--- src/sv/uer_pkg.sv ---
// shared types, constants and helpers for the ultrasonic echo ranger
// no dependencies
package uer_pkg;

    localparam int COUNT_BITS = 16;
    localparam logic [31:0] COUNT_MAX = 32'((64'd1 << COUNT_BITS) - 64'd1);

    localparam int ADDR_W = 4;
    localparam int DATA_W = 32;

    localparam logic [7:0]  TRIGGER_RESET = 8'd10;
    localparam logic [15:0] RISE_RESET    = 16'd30000;
    localparam logic [15:0] FALL_RESET    = 16'd30000;

    // distance = (width + 29) / 58, done as a multiply by a rounded-up reciprocal
    localparam int DIST_ROUND = 29;
    localparam int DIST_DIV   = 58;
    localparam int DIST_SHIFT = 22;
    localparam int DIST_RECIP = ((1 << DIST_SHIFT) + DIST_DIV - 1) / DIST_DIV;

    typedef enum logic [1:0] {
        REG_TRIGGER = 2'd0,
        REG_RISE    = 2'd1,
        REG_FALL    = 2'd2
    } t_reg_idx;

    typedef enum logic [3:0] {
        PH_IDLE = 4'b0001,
        PH_TRIG = 4'b0010,
        PH_RISE = 4'b0100,
        PH_MEAS = 4'b1000
    } t_phase;

    typedef struct packed {
        logic [7:0]  trigger_ticks;
        logic [15:0] rise_limit;
        logic [15:0] fall_limit;
    } t_cfg;

    typedef struct packed {
        logic        trigger;
        logic        busy_res;
        logic        done_res;
        logic        timed_out;
        logic [15:0] width_us;
    } t_result;

    // zero acts as one, and a limit never exceeds what the counters hold
    function automatic logic [COUNT_BITS-1:0] eff_limit(input logic [15:0] v);
        logic [31:0] w;
        w = 32'(v);
        if (w == 32'd0) begin
            w = 32'd1;
        end
        if (w > COUNT_MAX) begin
            w = COUNT_MAX;
        end
        return COUNT_BITS'(w);
    endfunction

endpackage

--- src/sv/uer_in_if.sv ---
// input channel of the ranger: one tick request with start and echo level
// no dependencies
interface uer_in_if;
    logic valid;
    logic ready;
    logic start_req;
    logic echo;

    modport source (output valid, output start_req, output echo, input ready);
    modport sink   (input valid, input start_req, input echo, output ready);
endinterface

--- src/sv/uer_out_if.sv ---
// result channel of the ranger: one result per tick request
// no dependencies
interface uer_out_if;
    logic        valid;
    logic        ready;
    logic        trigger;
    logic        busy_res;
    logic        done_res;
    logic        timed_out;
    logic [15:0] width_us;
    logic [10:0] distance_cm;

    modport source (output valid, output trigger, output busy_res, output done_res,
                    output timed_out, output width_us, output distance_cm, input ready);
    modport sink   (input valid, input trigger, input busy_res, input done_res,
                    input timed_out, input width_us, input distance_cm, output ready);
endinterface

--- src/sv/uer_core.sv ---
// measurement sequencer: phase, wait counter and high counter, one step per tick
// depends on uer_pkg
module uer_core (
    input  logic             i_clk,
    input  logic             i_rst_n,
    input  logic             i_en,
    input  logic             i_start_req,
    input  logic             i_echo,
    input  uer_pkg::t_cfg    i_cfg,
    output uer_pkg::t_result o_res
);
    import uer_pkg::*;

    t_phase                r_phase, n_phase;
    logic [COUNT_BITS-1:0] r_wait, n_wait;
    logic [COUNT_BITS-1:0] r_high, n_high;

    always_comb begin
        logic [COUNT_BITS:0]   wait_inc;
        logic [COUNT_BITS:0]   high_inc;
        logic [COUNT_BITS-1:0] lim_trig;
        logic [COUNT_BITS-1:0] lim_rise;
        logic [COUNT_BITS-1:0] lim_fall;

        lim_trig = eff_limit(16'(i_cfg.trigger_ticks));
        lim_rise = eff_limit(i_cfg.rise_limit);
        lim_fall = eff_limit(i_cfg.fall_limit);

        n_phase = r_phase;
        n_wait  = r_wait;
        n_high  = r_high;
        o_res   = '0;

        // a start while idle enters the trigger phase on this same tick
        if (r_phase == PH_IDLE && i_start_req) begin
            n_phase = PH_TRIG;
            n_wait  = '0;
        end

        wait_inc = {1'b0, n_wait} + (COUNT_BITS+1)'(1);
        high_inc = {1'b0, r_high} + (COUNT_BITS+1)'(1);

        case (n_phase)
            PH_IDLE: begin
                n_phase = PH_IDLE;
            end
            PH_TRIG: begin
                o_res.trigger = 1'b1;
                if (wait_inc >= {1'b0, lim_trig}) begin
                    n_phase = PH_RISE;
                    n_wait  = '0;
                end else begin
                    n_wait = wait_inc[COUNT_BITS-1:0];
                end
            end
            PH_RISE: begin
                if (i_echo) begin
                    n_phase = PH_MEAS;
                    n_high  = COUNT_BITS'(1);
                end else if (wait_inc[COUNT_BITS-1:0] >= lim_rise) begin
                    o_res.timed_out = 1'b1;
                    n_phase = PH_IDLE;
                    n_wait  = '0;
                end else begin
                    n_wait = wait_inc[COUNT_BITS-1:0];
                end
            end
            PH_MEAS: begin
                if (!i_echo) begin
                    o_res.done_res = 1'b1;
                    o_res.width_us = 16'(r_high);
                    n_phase = PH_IDLE;
                end else if (r_high >= lim_fall) begin
                    o_res.timed_out = 1'b1;
                    n_phase = PH_IDLE;
                end else begin
                    n_high = high_inc[COUNT_BITS-1:0];
                end
            end
            default: begin
                n_phase = PH_IDLE;
            end
        endcase

        o_res.busy_res = (n_phase != PH_IDLE);
    end

    always_ff @(posedge i_clk) begin
        if (!i_rst_n) begin
            r_phase <= PH_IDLE;
            r_wait  <= '0;
            r_high  <= '0;
        end else if (i_en) begin
            r_phase <= n_phase;
            r_wait  <= n_wait;
            r_high  <= n_high;
        end
    end

endmodule

--- src/sv/uer_dist58.sv ---
// centimetre conversion: (width + 29) / 58 by reciprocal multiply
// depends on uer_pkg
module uer_dist58 (
    input  logic [15:0] i_width,
    output logic [10:0] o_distance
);
    import uer_pkg::*;

    logic [16:0] sum;
    logic [33:0] prod;

    // reciprocal error stays small enough that the quotient is exact below 2^17
    assign sum        = 17'(i_width) + 17'(DIST_ROUND);
    assign prod       = 34'(sum) * 34'(DIST_RECIP);
    assign o_distance = 11'(prod >> DIST_SHIFT);

endmodule

--- src/sv/ultrasonic_echo_ranger_top.sv ---
// top level of the ultrasonic echo ranger: register port, request and result registers
// depends on uer_pkg, uer_in_if, uer_out_if, uer_core, uer_dist58
//
//   channel   dir   handshake        payload
//   i_in      in    valid/ready      start_req, echo
//   o_out     out   valid/ready      trigger, busy_res, done_res, timed_out,
//                                    width_us, distance_cm
//   apb       in    psel/penable     trigger_ticks @0, rise_limit @4, fall_limit @8
//
// one request per clock unless a result stalls; a request's result is written to the result
// register once it is free (sequencer step and distance multiply between the two registers)
// reset is synchronous on i_rst_n: sequencer idle, both registers empty, registers at defaults
// a stalled result holds in the result register while one more request waits behind it
module ultrasonic_echo_ranger_top (
    input  logic                      i_clk,
    input  logic                      i_rst_n,
    uer_in_if.sink                    i_in,
    uer_out_if.source                 o_out,
    input  logic                      psel,
    input  logic                      penable,
    input  logic                      pwrite,
    input  logic [uer_pkg::ADDR_W-1:0] paddr,
    input  logic [uer_pkg::DATA_W-1:0] pwdata,
    output logic [uer_pkg::DATA_W-1:0] prdata,
    output logic                      pready
);
    import uer_pkg::*;

    t_cfg        r_cfg;
    logic        r_in_vld;
    logic        r_start;
    logic        r_echo;
    logic        r_out_vld;
    t_result     r_res;
    logic [10:0] r_dist;

    logic        advance;
    t_result     res;
    logic [10:0] dist_cm;
    t_reg_idx    reg_idx;

    assign reg_idx = t_reg_idx'(paddr[3:2]);
    assign pready  = 1'b1;

    always_comb begin
        case (reg_idx)
            REG_TRIGGER: prdata = DATA_W'(r_cfg.trigger_ticks);
            REG_RISE:    prdata = DATA_W'(r_cfg.rise_limit);
            REG_FALL:    prdata = DATA_W'(r_cfg.fall_limit);
            default:     prdata = '0;
        endcase
    end

    always_ff @(posedge i_clk) begin
        if (!i_rst_n) begin
            r_cfg.trigger_ticks <= TRIGGER_RESET;
            r_cfg.rise_limit    <= RISE_RESET;
            r_cfg.fall_limit    <= FALL_RESET;
        end else if (psel && penable && pwrite && pready) begin
            case (reg_idx)
                REG_TRIGGER: r_cfg.trigger_ticks <= pwdata[7:0];
                REG_RISE:    r_cfg.rise_limit    <= pwdata[15:0];
                REG_FALL:    r_cfg.fall_limit    <= pwdata[15:0];
                default:     r_cfg <= r_cfg;
            endcase
        end
    end

    // a held request moves on when the result register is empty or being drained
    assign advance    = r_in_vld && (!r_out_vld || o_out.ready);
    assign i_in.ready = !r_in_vld || advance;

    always_ff @(posedge i_clk) begin
        if (!i_rst_n) begin
            r_in_vld  <= 1'b0;
            r_out_vld <= 1'b0;
        end else begin
            if (i_in.valid && i_in.ready) begin
                r_in_vld <= 1'b1;
            end else if (advance) begin
                r_in_vld <= 1'b0;
            end
            if (advance) begin
                r_out_vld <= 1'b1;
            end else if (o_out.ready) begin
                r_out_vld <= 1'b0;
            end
        end
    end

    always_ff @(posedge i_clk) begin
        if (i_in.valid && i_in.ready) begin
            r_start <= i_in.start_req;
            r_echo  <= i_in.echo;
        end
        if (advance) begin
            r_res  <= res;
            r_dist <= dist_cm;
        end
    end

    uer_core u_core (
        .i_clk       (i_clk),
        .i_rst_n     (i_rst_n),
        .i_en        (advance),
        .i_start_req (r_start),
        .i_echo      (r_echo),
        .i_cfg       (r_cfg),
        .o_res       (res)
    );

    uer_dist58 u_dist (
        .i_width    (res.width_us),
        .o_distance (dist_cm)
    );

    assign o_out.valid       = r_out_vld;
    assign o_out.trigger     = r_res.trigger;
    assign o_out.busy_res    = r_res.busy_res;
    assign o_out.done_res    = r_res.done_res;
    assign o_out.timed_out   = r_res.timed_out;
    assign o_out.width_us    = r_res.width_us;
    assign o_out.distance_cm = r_dist;

endmodule

--- src/flat_wrapper.sv ---
// flat-port wrapper written by rule: the top's interface ports become plain ports
module ultrasonic_echo_ranger_top_flat import uer_pkg::*;
  (i_clk, i_rst_n, psel, penable, pwrite, paddr, pwdata, prdata, pready, i_in_valid, i_in_start_req, i_in_echo, i_in_ready, o_out_valid, o_out_trigger, o_out_busy_res, o_out_done_res, o_out_timed_out, o_out_width_us, o_out_distance_cm, o_out_ready);
  uer_in_if i_in_i ();
  uer_out_if o_out_i ();
  input  logic i_clk;
  input  logic i_rst_n;
  input  logic psel;
  input  logic penable;
  input  logic pwrite;
  input  logic [uer_pkg::ADDR_W-1:0] paddr;
  input  logic [uer_pkg::DATA_W-1:0] pwdata;
  output logic [uer_pkg::DATA_W-1:0] prdata;
  output logic pready;
  input wire logic [$bits(i_in_i.valid)-1:0] i_in_valid;
  input wire logic [$bits(i_in_i.start_req)-1:0] i_in_start_req;
  input wire logic [$bits(i_in_i.echo)-1:0] i_in_echo;
  output wire logic [$bits(i_in_i.ready)-1:0] i_in_ready;
  output wire logic [$bits(o_out_i.valid)-1:0] o_out_valid;
  output wire logic [$bits(o_out_i.trigger)-1:0] o_out_trigger;
  output wire logic [$bits(o_out_i.busy_res)-1:0] o_out_busy_res;
  output wire logic [$bits(o_out_i.done_res)-1:0] o_out_done_res;
  output wire logic [$bits(o_out_i.timed_out)-1:0] o_out_timed_out;
  output wire logic [$bits(o_out_i.width_us)-1:0] o_out_width_us;
  output wire logic [$bits(o_out_i.distance_cm)-1:0] o_out_distance_cm;
  input wire logic [$bits(o_out_i.ready)-1:0] o_out_ready;
  assign i_in_i.valid = i_in_valid;
  assign i_in_i.start_req = i_in_start_req;
  assign i_in_i.echo = i_in_echo;
  assign i_in_ready = i_in_i.ready;
  assign o_out_valid = o_out_i.valid;
  assign o_out_trigger = o_out_i.trigger;
  assign o_out_busy_res = o_out_i.busy_res;
  assign o_out_done_res = o_out_i.done_res;
  assign o_out_timed_out = o_out_i.timed_out;
  assign o_out_width_us = o_out_i.width_us;
  assign o_out_distance_cm = o_out_i.distance_cm;
  assign o_out_i.ready = o_out_ready;
  ultrasonic_echo_ranger_top u_core (.i_clk(i_clk), .i_rst_n(i_rst_n), .i_in(i_in_i), .o_out(o_out_i), .psel(psel), .penable(penable), .pwrite(pwrite), .paddr(paddr), .pwdata(pwdata), .prdata(prdata), .pready(pready));
endmodule
--- config.mk ---
export PLATFORM = sky130hd
export DESIGN_NAME = ultrasonic_echo_ranger_top_flat
export DESIGN_NICKNAME = d
export VERILOG_FILES = /design/src/sv/uer_pkg.sv /design/src/sv/uer_in_if.sv /design/src/sv/uer_out_if.sv /design/src/sv/uer_core.sv /design/src/sv/uer_dist58.sv /design/src/sv/ultrasonic_echo_ranger_top.sv /design/src/flat_wrapper.sv
export SDC_FILE = /design/constraint.sdc
export NUM_CORES = 1
export LEC_CHECK = 0
export BUFFER_PORTS_ARGS = -buffer_cell sky130_fd_sc_hd__buf_4
export CAP_MARGIN = 20
export CORE_MARGIN = 2
export CORE_UTILIZATION = 40
export CTS_BUF_LIST = sky130_fd_sc_hd__clkbuf_4 sky130_fd_sc_hd__clkbuf_8
export CTS_CLUSTER_SIZE = 10
export DETAILED_ROUTE_END_ITERATION = 6
export GPL_TIMING_DRIVEN = 0
export PLACE_DENSITY = 0.65
export SLEW_MARGIN = 0
export SYNTH_ARGS = -nofsm -noshare
export SYNTH_HDL_FRONTEND = slang
export SYNTH_HIERARCHICAL = 1
export SYNTH_SLANG_ARGS = --single-unit
--- constraint.sdc ---
create_clock -name i_clk -period 23.5 [get_ports i_clk]
set_input_delay 2.35 -clock i_clk [delete_from_list [all_inputs] [get_ports i_clk]]
set_output_delay 2.35 -clock i_clk [all_outputs]
set_load 0.1 [all_outputs]
==> results.sh, run 1 <==
export IMPL_via_count=8737
export IMPL_dp_hpwl_mm=22.67
export IMPL_synthFlopType="dfxtp_1"
export IMPL_drtAntennaViolNets=0
export IMPL_timing_rr_end="u_core/o_out.distance_cm[10]$_DFFE_PP_"
export IMPL_cts_root_buffer="clkbuf_8"
export IMPL_cts_hold_buf=0
export IMPL_die_height_um=172.7
export IMPL_cts_buffer_depth=2
export IMPL_cp_top_family="adder cells"
export IMPL_clockPowerShare_pct=31.4
export IMPL_synth_area_um2=11380
export IMPL_layout_common_cells="205 x inv_1, 160 x ha_1, 95 x buf_4"
export IMPL_power_frac_seq_pct=49.6
export IMPL_cp_required_ps=23670
export IMPL_path_clk_slew_ps=120
export IMPL_grt_pass1_wl_mm=44.57
export IMPL_dp_cells=1694
export IMPL_overflow=0
export IMPL_antenna_found_initial=0
export IMPL_p_comb_share_pct=19.0
export IMPL_io_pins=111
export IMPL_ir_drop_mv=0.03880
export IMPL_drive_gt1_share_pct=11.56
export IMPL_critPathArrivalTime_ps=9010
export IMPL_syn_instance_count=1225
export IMPL_cts_tree="yes"
export IMPL_end_kind="flop"
export IMPL_final_common_cell="inv_1"
export IMPL_fin_crit_sh_pct=37.63
export IMPL_crit_fanout=10
export IMPL_setup_viol=0
export IMPL_synth_top_area_share_pct=17.59
export IMPL_layout_min_cycle_time_ps=8844
export IMPL_worstSetupStartpointType="flop"
export IMPL_drc=0
export IMPL_first_pass_iters=5
export IMPL_grt_start_max_net_pins=30
export IMPL_wire_per_inst_um=16.03
export IMPL_routed_wl_mm=27.41
export IMPL_cts_sinks=111
export IMPL_synth_area_leaders="ha_1 18%, fa_1 14%, dfxtp_1 14%"
export IMPL_setup_tns_ps=0
export IMPL_power_leakage_uw=0.006286
export IMPL_drv_slew=0
export IMPL_final_cells=1710
export IMPL_rsz0062_at_grt="no"
export IMPL_regToRegSetupSlack_ps=14660
export IMPL_cp_depth=28
export IMPL_netlist_cell_type_count=77
export IMPL_fin_nets=1613
export IMPL_fp_dieArea_um2=29810
export IMPL_intPower_uw=271.3
export IMPL_htree_levels=3
export IMPL_crit_path_frequent_cell="fa_1"
export IMPL_cts_buffers=9
export IMPL_initial_core_util_pct=40.73
export IMPL_cpPeakStageDelay_ps=620
export IMPL_core_area_um2=27930
export IMPL_crit_slowest_cell="xor2_1"
export IMPL_viasPerCell=5.109
export IMPL_dieWidth_um=172.7
export IMPL_timing_rr_start="u_core/u_core/r_phase[0]$_SDFFE_PN1P_"
export IMPL_hold_viol_final=0
export IMPL_ctsResizeCount=0
export IMPL_rows=61
export IMPL_ys_warnings_count=6
export IMPL_synth_edf_count=33
export IMPL_holdPathEnd="u_core/r_cfg[32]$_SDFFE_PN0P_"
export IMPL_fmax_mhz=113.1
export IMPL_antenna_cells=0
export IMPL_maxCapViolCount=0
export IMPL_grt_usage_pct=18.41
export IMPL_io_buffers=75
export IMPL_status="finished clean"
export IMPL_grt_pass1_vias=8791
export IMPL_p_sw_uw=139.5
export IMPL_ys_ff_latch=111
export IMPL_area_growth_pct=11.66
export IMPL_syn_area_per_cell_um2=9.289
export IMPL_path_buf_inv=5
export IMPL_r2r_cells=28
export IMPL_tightestPinTransition_ps=977.4
export IMPL_powerDensity_nw_per_um2=32.33
export IMPL_synth_async_reset_ratio_pct=0
export IMPL_gp_congestion=0.9165
export IMPL_hold_depth=2
export IMPL_yosysTopAreaCell="ha_1"
export IMPL_switching_share_pct=33.95
export IMPL_worstHoldStart="u_core/r_cfg[32]$_SDFFE_PN0P_"
export IMPL_synth_seq_area_share_pct=22.43
export IMPL_post_cts_setup_buffer_count=0
export IMPL_max_slew_margin_rel_pct=34.34
export IMPL_worstSetupPathType="reg2reg"
export IMPL_first_iter_violations=515
export IMPL_hold_path_class="reg2reg"
export IMPL_clock_latency_ps=410
export IMPL_fin_skew_ps=21.69
==> per-stage QoR <==
step | util [%] | hold WS [ps] | cell area, µm² | setup WS [ps] | power, µW
CTS | 45.48 | 497.9 | 12700 | 14530 | 413.3
floorplan | - | 447.1 | 11430 | 16050 | 267.7
global route | 45.48 | 534.4 | 12700 | 14000 | 424.0
detailed placement | 44.74 | 480.7 | 12500 | 14570 | 285.8
global placement | 44.64 | 475.2 | 12470 | 14680 | 285.2
finish | 45.48 | 491.4 | 12700 | 14660 | 410.8
==> state kept, by name, summed over array words and instances (netlist names) <==
name	flops
u_core/o_out.busy_res	1
u_core/o_out.distance_cm	11
u_core/o_out.done_res	1
u_core/o_out.timed_out	1
u_core/o_out.trigger	1
u_core/o_out.valid	1
u_core/o_out.width_us	16
u_core/r_cfg	40
u_core/r_echo	1
u_core/r_in_vld	1
u_core/r_start	1
u_core/u_core/r_high	16
u_core/u_core/r_phase	4
u_core/u_core/r_wait	16
==> area by class of cell <==
cell class / count / area (µm²)
inverter: 205 / 769.5
tap: 378 / 473.0
multi-input combinational: 878 / 7854
timing repair buffer: 76 / 583.1
buffer: 46 / 266.5
fill: 2745 / 15230
clock inverter: 6 / 75.07
clock buffer: 10 / 131.4
sequential: 111 / 2552
==> worst max-delay path by stage <==
stage / slack [ps] / startpoint / end
floorplan: 16050 / u_core/u_core/r_phase[0]$_SDFFE_PN1P_ / u_core/o_out.distance_cm[10]$_DFFE_PP_
global placement: 14680 / u_core/u_core/r_phase[0]$_SDFFE_PN1P_ / u_core/o_out.distance_cm[10]$_DFFE_PP_
detailed placement: 14570 / u_core/u_core/r_phase[0]$_SDFFE_PN1P_ / u_core/o_out.distance_cm[10]$_DFFE_PP_
CTS: 14530 / u_core/u_core/r_phase[0]$_SDFFE_PN1P_ / u_core/o_out.distance_cm[10]$_DFFE_PP_
global route: 14000 / u_core/u_core/r_phase[0]$_SDFFE_PN1P_ / u_core/o_out.distance_cm[10]$_DFFE_PP_
finish: 14660 / u_core/u_core/r_phase[0]$_SDFFE_PN1P_ / u_core/o_out.distance_cm[10]$_DFFE_PP_
==> synth_stat cells, types with 21 or more instances <==
| cell | n |
|---|---|
| inv_1 | 205 |
| ha_1 | 160 |
| fa_1 | 81 |
| dfxtp_1 | 78 |
| nand2_1 | 74 |
| mux2i_1 | 51 |
| nor2_1 | 51 |
| nor2b_1 | 47 |
| a21oi_1 | 45 |
| xnor2_1 | 43 |
| edfxtp_1 | 33 |
| o21ai_0 | 31 |
| nand3_1 | 23 |
| a21o_1 | 21 |
| xor2_1 | 21 |
==> power groups by stage <==
stage                     registers (µW)  clock network [µW]  logic (µW)
final                                204                 129        78.2
after global routing                 204                 138        81.3
after CTS                            204                 132        78.0
after detailed placement             208                   0        77.8
after global placement               208                   0        77.0
after floorplan                      226                   0        41.9
==> kinds of logic (layout without fill, tap and decap cells) <==
group / Yosys count / count (layout) / synth area share (%)
and+or+nand+nor: 311 / 311 / 15.08
buffers and inverters: 251 / 343 / 9.105
adders and majority gates: 241 / 241 / 31.85
AOI/OAI and AO/OA: 192 / 192 / 11.78
DFF: 111 / 111 / 22.43
xor gates and xnor gates: 66 / 66 / 5.212
muxes: 51 / 51 / 4.486
other: 2 / 17 / 0.06600
==> routing by layer <==
layer  track usage [%]  wire length (µm)  vias to the layer above
met5                 0                 0                        -
met2             32.73             13440                      210
li1                  -                 -                     4352
met4             4.167               369                        0
met3             2.529              1089                       28
met1             23.74             12510                     4147
==> worst reg2reg max path: cells and delay by family, from the launching register on <==
kind,cells,cell delay (ps)
xor+xnor,1,620
compound gates,8,1750
buf+inv,5,590
fa+ha+maj,7,3250
simple gates,7,2020
flops,1,380
No activity file was read; power rests on OpenSTA's default activity.
==> run 2, diff against run 1 <==
clock period = 8.2 ns   (was 23.5 ns; I/O delays follow)
==> run 2 against run 1 <==
Cell area grew 1.5%. Clock-buffer cell count unchanged. Total power grew to 2.9 times the previous value. Critical path type unchanged. Largest cell class unchanged. Highest routed layer unchanged.
==> results.sh, run 2 (same netlist as run 1, synthesis figures left out) <==
export IMPL_crit_slowest_cell="or4_4"
export IMPL_hold_path_class="reg2reg"
export IMPL_overflow=0
export IMPL_clockPowerShare_pct=31.2
export IMPL_max_slew_margin_rel_pct=39.89
export IMPL_end_kind="flop"
export IMPL_holdPathEnd="u_core/r_cfg[32]$_SDFFE_PN0P_"
export IMPL_cts_buffer_depth=2
export IMPL_largest_register_ffs=40
export IMPL_cts_tree="yes"
export IMPL_fp_dieArea_um2=29810
export IMPL_die_height_um=172.7
export IMPL_core_area_um2=27930
export IMPL_first_pass_iters=5
export IMPL_r2r_cells=27
export IMPL_antenna_found_initial=0
export IMPL_powerDensity_nw_per_um2=91.05
export IMPL_cts_sinks=111
export IMPL_drtAntennaViolNets=0
export IMPL_power_frac_seq_pct=49.8
export IMPL_crit_path_frequent_cell="fa_1"
export IMPL_worstSetupPathType="reg2reg"
export IMPL_regToRegSetupSlack_ps=350
export IMPL_fin_skew_ps=19.08
export IMPL_cts_buffers=9
export IMPL_wire_per_inst_um=16.01
export IMPL_fin_nets=1618
export IMPL_ir_drop_mv=0.1101
export IMPL_p_comb_share_pct=19.0
export IMPL_final_common_cell="inv_1"
export IMPL_drc=0
export IMPL_cpPeakStageDelay_ps=570
export IMPL_hold_depth=2
export IMPL_htree_levels=3
export IMPL_viasPerCell=5.132
export IMPL_hold_viol_final=0
export IMPL_whs_ps=491.5
export IMPL_tightestPinTransition_ps=893.4
export IMPL_power_uw=1174
export IMPL_p_sw_uw=396.6
export IMPL_io_pins=111
export IMPL_layout_common_cells="204 x inv_1, 160 x ha_1, 101 x buf_4"
export IMPL_area_growth_pct=13.33
export IMPL_power_leakage_uw=0.006365
export IMPL_rows=61
export IMPL_cp_top_family="adder cells"
export IMPL_grt_pass1_wl_mm=44.46
export IMPL_largest_register="u_core/r_cfg"
export IMPL_fill_cells=2715
export IMPL_intPower_uw=777.4
export IMPL_fin_crit_sh_pct=95.75
export IMPL_setup_viol=0
export IMPL_status="finished clean"
export IMPL_crit_fanout=6
export IMPL_via_count=8801
export IMPL_clock_latency_ps=400
export IMPL_post_dp_cell_area_um2=12500
export IMPL_path_clk_slew_ps=120
export IMPL_first_iter_violations=511
export IMPL_maxCapViolCount=0
export IMPL_drv_slew=0
export IMPL_switching_share_pct=33.78
export IMPL_timing_rr_start="u_core/u_core/r_phase[0]$_SDFFE_PN1P_"
export IMPL_rsz0062_at_grt="no"
export IMPL_path_buf_inv=5
export IMPL_routed_wl_mm=27.46
export IMPL_gp_congestion=0.9165
export IMPL_io_buffers=75
export IMPL_grt_usage_pct=18.40
export IMPL_fmax_mhz=127.4
export IMPL_dp_hpwl_mm=22.67
export IMPL_initial_core_util_pct=40.73
export IMPL_dieWidth_um=172.7
export IMPL_timing_rr_end="u_core/o_out.distance_cm[2]$_DFFE_PP_"
export IMPL_grt_pass1_vias=8813
export IMPL_layout_min_cycle_time_ps=7852
export IMPL_antenna_cells=0
export IMPL_cts_root_buffer="clkbuf_8"
export IMPL_cp_required_ps=8360
export IMPL_critPathArrivalTime_ps=8020
export IMPL_grt_start_max_net_pins=30
export IMPL_worstHoldStart="u_core/r_cfg[32]$_SDFFE_PN0P_"
export IMPL_finalInstanceArea_um2=12890
export IMPL_worstSetupStartpointType="flop"
export IMPL_drive_gt1_share_pct=13.69
## run 2: cell count changes in the layout (fill, tap and decap cells not counted), moves of 3 or more
cell,delta
buf_4,+6
and2_1,-4
and2_2,+4
nor3_1,-4
xnor2_1,-4
xnor2_2,+4
a21oi_1,-3
a21oi_2,+3
nor3_2,+3
xor2_1,-3
## run 2: layout make-up
class	instances	area, µm²	area share (%)
Buffer	45	264.0	2.047
Clock buffer	10	131.4	1.019
Clock inverter	6	75.07	0.5822
Inverter	205	769.5	5.967
Multi-Input combinational cell	878	8001	62.05
Sequential cell	111	2552	19.79
Tap cell	378	473.0	3.668
Timing Repair Buffer	82	628.1	4.871
## run 2: stage by stage
step / worst slack, ps / setup TNS, ps / cells / utilization, %
after detailed placement: -734.3 / -4248 / 1694 / 44.74
final: 348.2 / 0 / 1715 / 46.16
after CTS: 12.38 / 0 / 1712 / 45.71
after global placement: -617.4 / -2978 / 1693 / 44.64
after floorplan: 749.5 / 0 / 1240 / -
after global routing: 5.468 / 0 / 1715 / 46.16
## run 2: worst max path at each step
stage / start / end / slack (ps) / cells after the start
floorplan: u_core/u_core/r_phase[0]$_SDFFE_PN1P_ / u_core/o_out.distance_cm[10]$_DFFE_PP_ / 750 / 28
global placement: u_core/u_core/r_phase[0]$_SDFFE_PN1P_ / u_core/o_out.distance_cm[10]$_DFFE_PP_ / -620 / 28
detailed placement: u_core/u_core/r_phase[0]$_SDFFE_PN1P_ / u_core/o_out.distance_cm[10]$_DFFE_PP_ / -730 / 28
CTS: u_core/r_echo$_DFFE_PP_ / u_core/o_out.distance_cm[10]$_DFFE_PP_ / 10 / 27
global route: u_core/u_core/r_phase[0]$_SDFFE_PN1P_ / u_core/o_out.distance_cm[9]$_DFFE_PP_ / 5 / 28
finish: u_core/u_core/r_phase[0]$_SDFFE_PN1P_ / u_core/o_out.distance_cm[2]$_DFFE_PP_ / 350 / 27
## run 2: power by group through the flow
stage,combinational (µW),sequential (µW),clock (µW)
3_3_place_gp,221,597,0
4_1_cts,224,584,377
6_report,223,585,366
2_1_floorplan,120,647,0
5_1_grt,232,587,397
3_5_place_dp,223,596,0
## run 2: worst reg2reg max path: cells and delay by family, from the launching register on
| family | cells | cell delay [ps] |
|---|---|---|
| AOI/OAI and AO/OA | 3 | 1030 |
| xor gates and xnor gates | 3 | 570 |
| adders and majority gates | 8 | 3440 |
| buffers and inverters | 5 | 540 |
| DFF | 1 | 450 |
| and+or+nand+nor | 8 | 1580 |
## run 2: timing repair
item / CTS / global route
pin swaps: 0 / 2
gates resized for setup: 11 / 18
endpoints found under the setup margin: 11 / 10
hold buffers: 0 / 0
setup buffers: 2 / 4
## run 2: routing by layer
layer	track usage, %	part of all wire (%)
met5	0	0
met3	2.551	4.2
met4	4.767	1.6
met2	32.56	49
met1	23.58	45
==> run 3, diff against run 2 <==
CORE_MARGIN = 5   (was 2)
clock period = 9.2 ns   (was 8.2 ns; I/O delays follow)
==> run 3 against run 2 <==
Flip-flop and latch count unchanged. Total power decreased by 9.5%. Die area increased by 7.1%. Combinational power decreased by 10%. Sequential share of layout area increased by 0.23 points. Global-route usage decreased by 0.44 points. Largest power group unchanged. Highest routed layer unchanged.
==> results.sh, run 3 (same netlist as run 1, synthesis figures left out) <==
export IMPL_hold_path_class="reg2reg"
export IMPL_core_area_um2=27930
export IMPL_use_met1_pct=23.46
export IMPL_cts_tree="yes"
export IMPL_drc=0
export IMPL_routed_wl_mm=27.63
export IMPL_first_pass_iters=4
export IMPL_crit_slowest_cell="fa_1"
export IMPL_cts_hold_buf=0
export IMPL_max_slew_margin_rel_pct=38.04
export IMPL_drive_gt1_share_pct=12.09
export IMPL_critPathArrivalTime_ps=8680
export IMPL_fin_nets=1613
export IMPL_io_pins=111
export IMPL_first_iter_violations=369
export IMPL_setup_tns_ps=0
export IMPL_tightestPinTransition_ps=922.8
export IMPL_multi_input_area_um2=7883
export IMPL_viasPerCell=5.134
export IMPL_power_uw=1062
export IMPL_rows=61
export IMPL_hold_viol_final=0
export IMPL_area_growth_pct=12.04
export IMPL_antenna_cells=0
export IMPL_grtUsageMet3_pct=2.552
export IMPL_post_cts_setup_buffer_count=0
export IMPL_clock_latency_ps=410
export IMPL_htree_levels=3
export IMPL_wire_per_inst_um=16.16
export IMPL_fill_cells=2740
export IMPL_worstSetupStartpointType="flop"
export IMPL_crit_fanout=10
export IMPL_cts_root_buffer="clkbuf_8"
export IMPL_end_kind="flop"
export IMPL_gr_max_usage_layer="met2"
export IMPL_whs_ps=505.2
export IMPL_register_area_um2=2552
export IMPL_dp_hpwl_mm=23.01
export IMPL_maxCapViolCount=0
export IMPL_antenna_found_initial=0
export IMPL_final_cells=1710
export IMPL_grt_start_max_net_pins=30
export IMPL_powerDensity_nw_per_um2=83.32
export IMPL_via_count=8779
export IMPL_final_common_cell="inv_1"
export IMPL_drtAntennaViolNets=0
export IMPL_fin_crit_sh_pct=92.52
export IMPL_cts_sinks=111
export IMPL_cts_buffer_depth=2
export IMPL_grt_pass1_wl_mm=45.60
export IMPL_status="finished clean"
export IMPL_fmax_mhz=117.5
export IMPL_drv_slew=0
export IMPL_layout_min_cycle_time_ps=8512
export IMPL_overflow=0
export IMPL_final_core_util_pct=45.64
export IMPL_grt_use_met2_pct=31.29
export IMPL_cpPeakStageDelay_ps=580
export IMPL_worstSetupPathType="reg2reg"
export IMPL_dieWidth_um=178.7
export IMPL_io_buffers=75
export IMPL_largest_register_ffs=40
export IMPL_rsz0062_at_grt="no"
export IMPL_setup_viol=0
export IMPL_die_height_um=178.7
export IMPL_fin_skew_ps=18.19
export IMPL_fp_dieArea_um2=31920
export IMPL_gp_congestion=0.9020
export IMPL_cp_required_ps=9360
export IMPL_grt_pass1_vias=8905
export IMPL_ir_drop_mv=0.06518
export IMPL_dp_cells=1694
export IMPL_path_clk_slew_ps=130
export IMPL_power_leakage_uw=0.006302
export IMPL_cts_buffers=9
export IMPL_layout_common_cells="205 x inv_1, 160 x ha_1, 95 x buf_4"
export IMPL_largest_register="u_core/r_cfg"
export IMPL_initial_core_util_pct=40.73
export IMPL_grt_usage_pct=17.96
## run 3: cell count changes in the layout (fill, tap and decap cells not counted), sizes merged
cell | before | now
buf | 113 | 107
clkbuf | 24 | 25
clkinvlp | 1 | 0
inv | 208 | 209
## run 3: path summary, 6_finish.rpt
check,start,to,slack [ps],cells after the start
worst max-delay path,u_core/u_core/r_phase[1]$_SDFFE_PN0P_,u_core/o_out.distance_cm[9]$_DFFE_PP_,690,29
worst min-delay path,u_core/r_cfg[19]$_SDFFE_PN0P_,u_core/r_cfg[19]$_SDFFE_PN0P_,510,2
worst max register to register,u_core/u_core/r_phase[1]$_SDFFE_PN0P_,u_core/o_out.distance_cm[9]$_DFFE_PP_,690,29
worst min register to register,u_core/r_cfg[19]$_SDFFE_PN0P_,u_core/r_cfg[19]$_SDFFE_PN0P_,510,2
## run 3: routing by layer
metal / up-vias / wire length (µm)
met1: 4195 / 12380
met3: 35 / 1087
met2: 188 / 13670
met4: 0 / 505
li1: 4361 / -
met5: - / 0
## run 3: per-stage QoR
stage	area [µm²]	worst slack (ps)
2_1_floorplan	11430	1749
3_3_place_gp	12470	397.6
3_5_place_dp	12500	246.9
4_1_cts	12720	246.2
5_1_grt	12750	41.91
6_report	12750	688.0
## run 3: what timing repair did
item	in CTS	in global routing
gates resized for setup	0	7
endpoints found under the setup margin	0	6
hold endpoints to repair	0	0
## run 3: critical path, delay by kind of cell, from the launching register on
| family | cells | cell delay (ps) |
|---|---|---|
| AO/OA/AOI/OAI | 4 | 750 |
| adder cells (fa/ha/maj) | 7 | 3280 |
| buffers and inverters | 6 | 850 |
| AND/OR/NAND/NOR | 9 | 2350 |
| flip-flops | 1 | 380 |
| XOR/XNOR | 3 | 660 |
## run 3: layout make-up
class,count,area share [%]
buffer,46,2.090
clock buffer,10,1.080
clock inverter,6,0.6576
inverter,205,6.036
multi-input combinational,878,61.83
sequential,111,20.02
tap,378,3.710
timing repair buffer,76,4.574
## run 3: report_power, final
group	internal (µW)	switching, µW	total (µW)
Clock	141	201	342
Sequential	513	6.91	520
Combinational	45.9	154	200
Total	700	362	1060
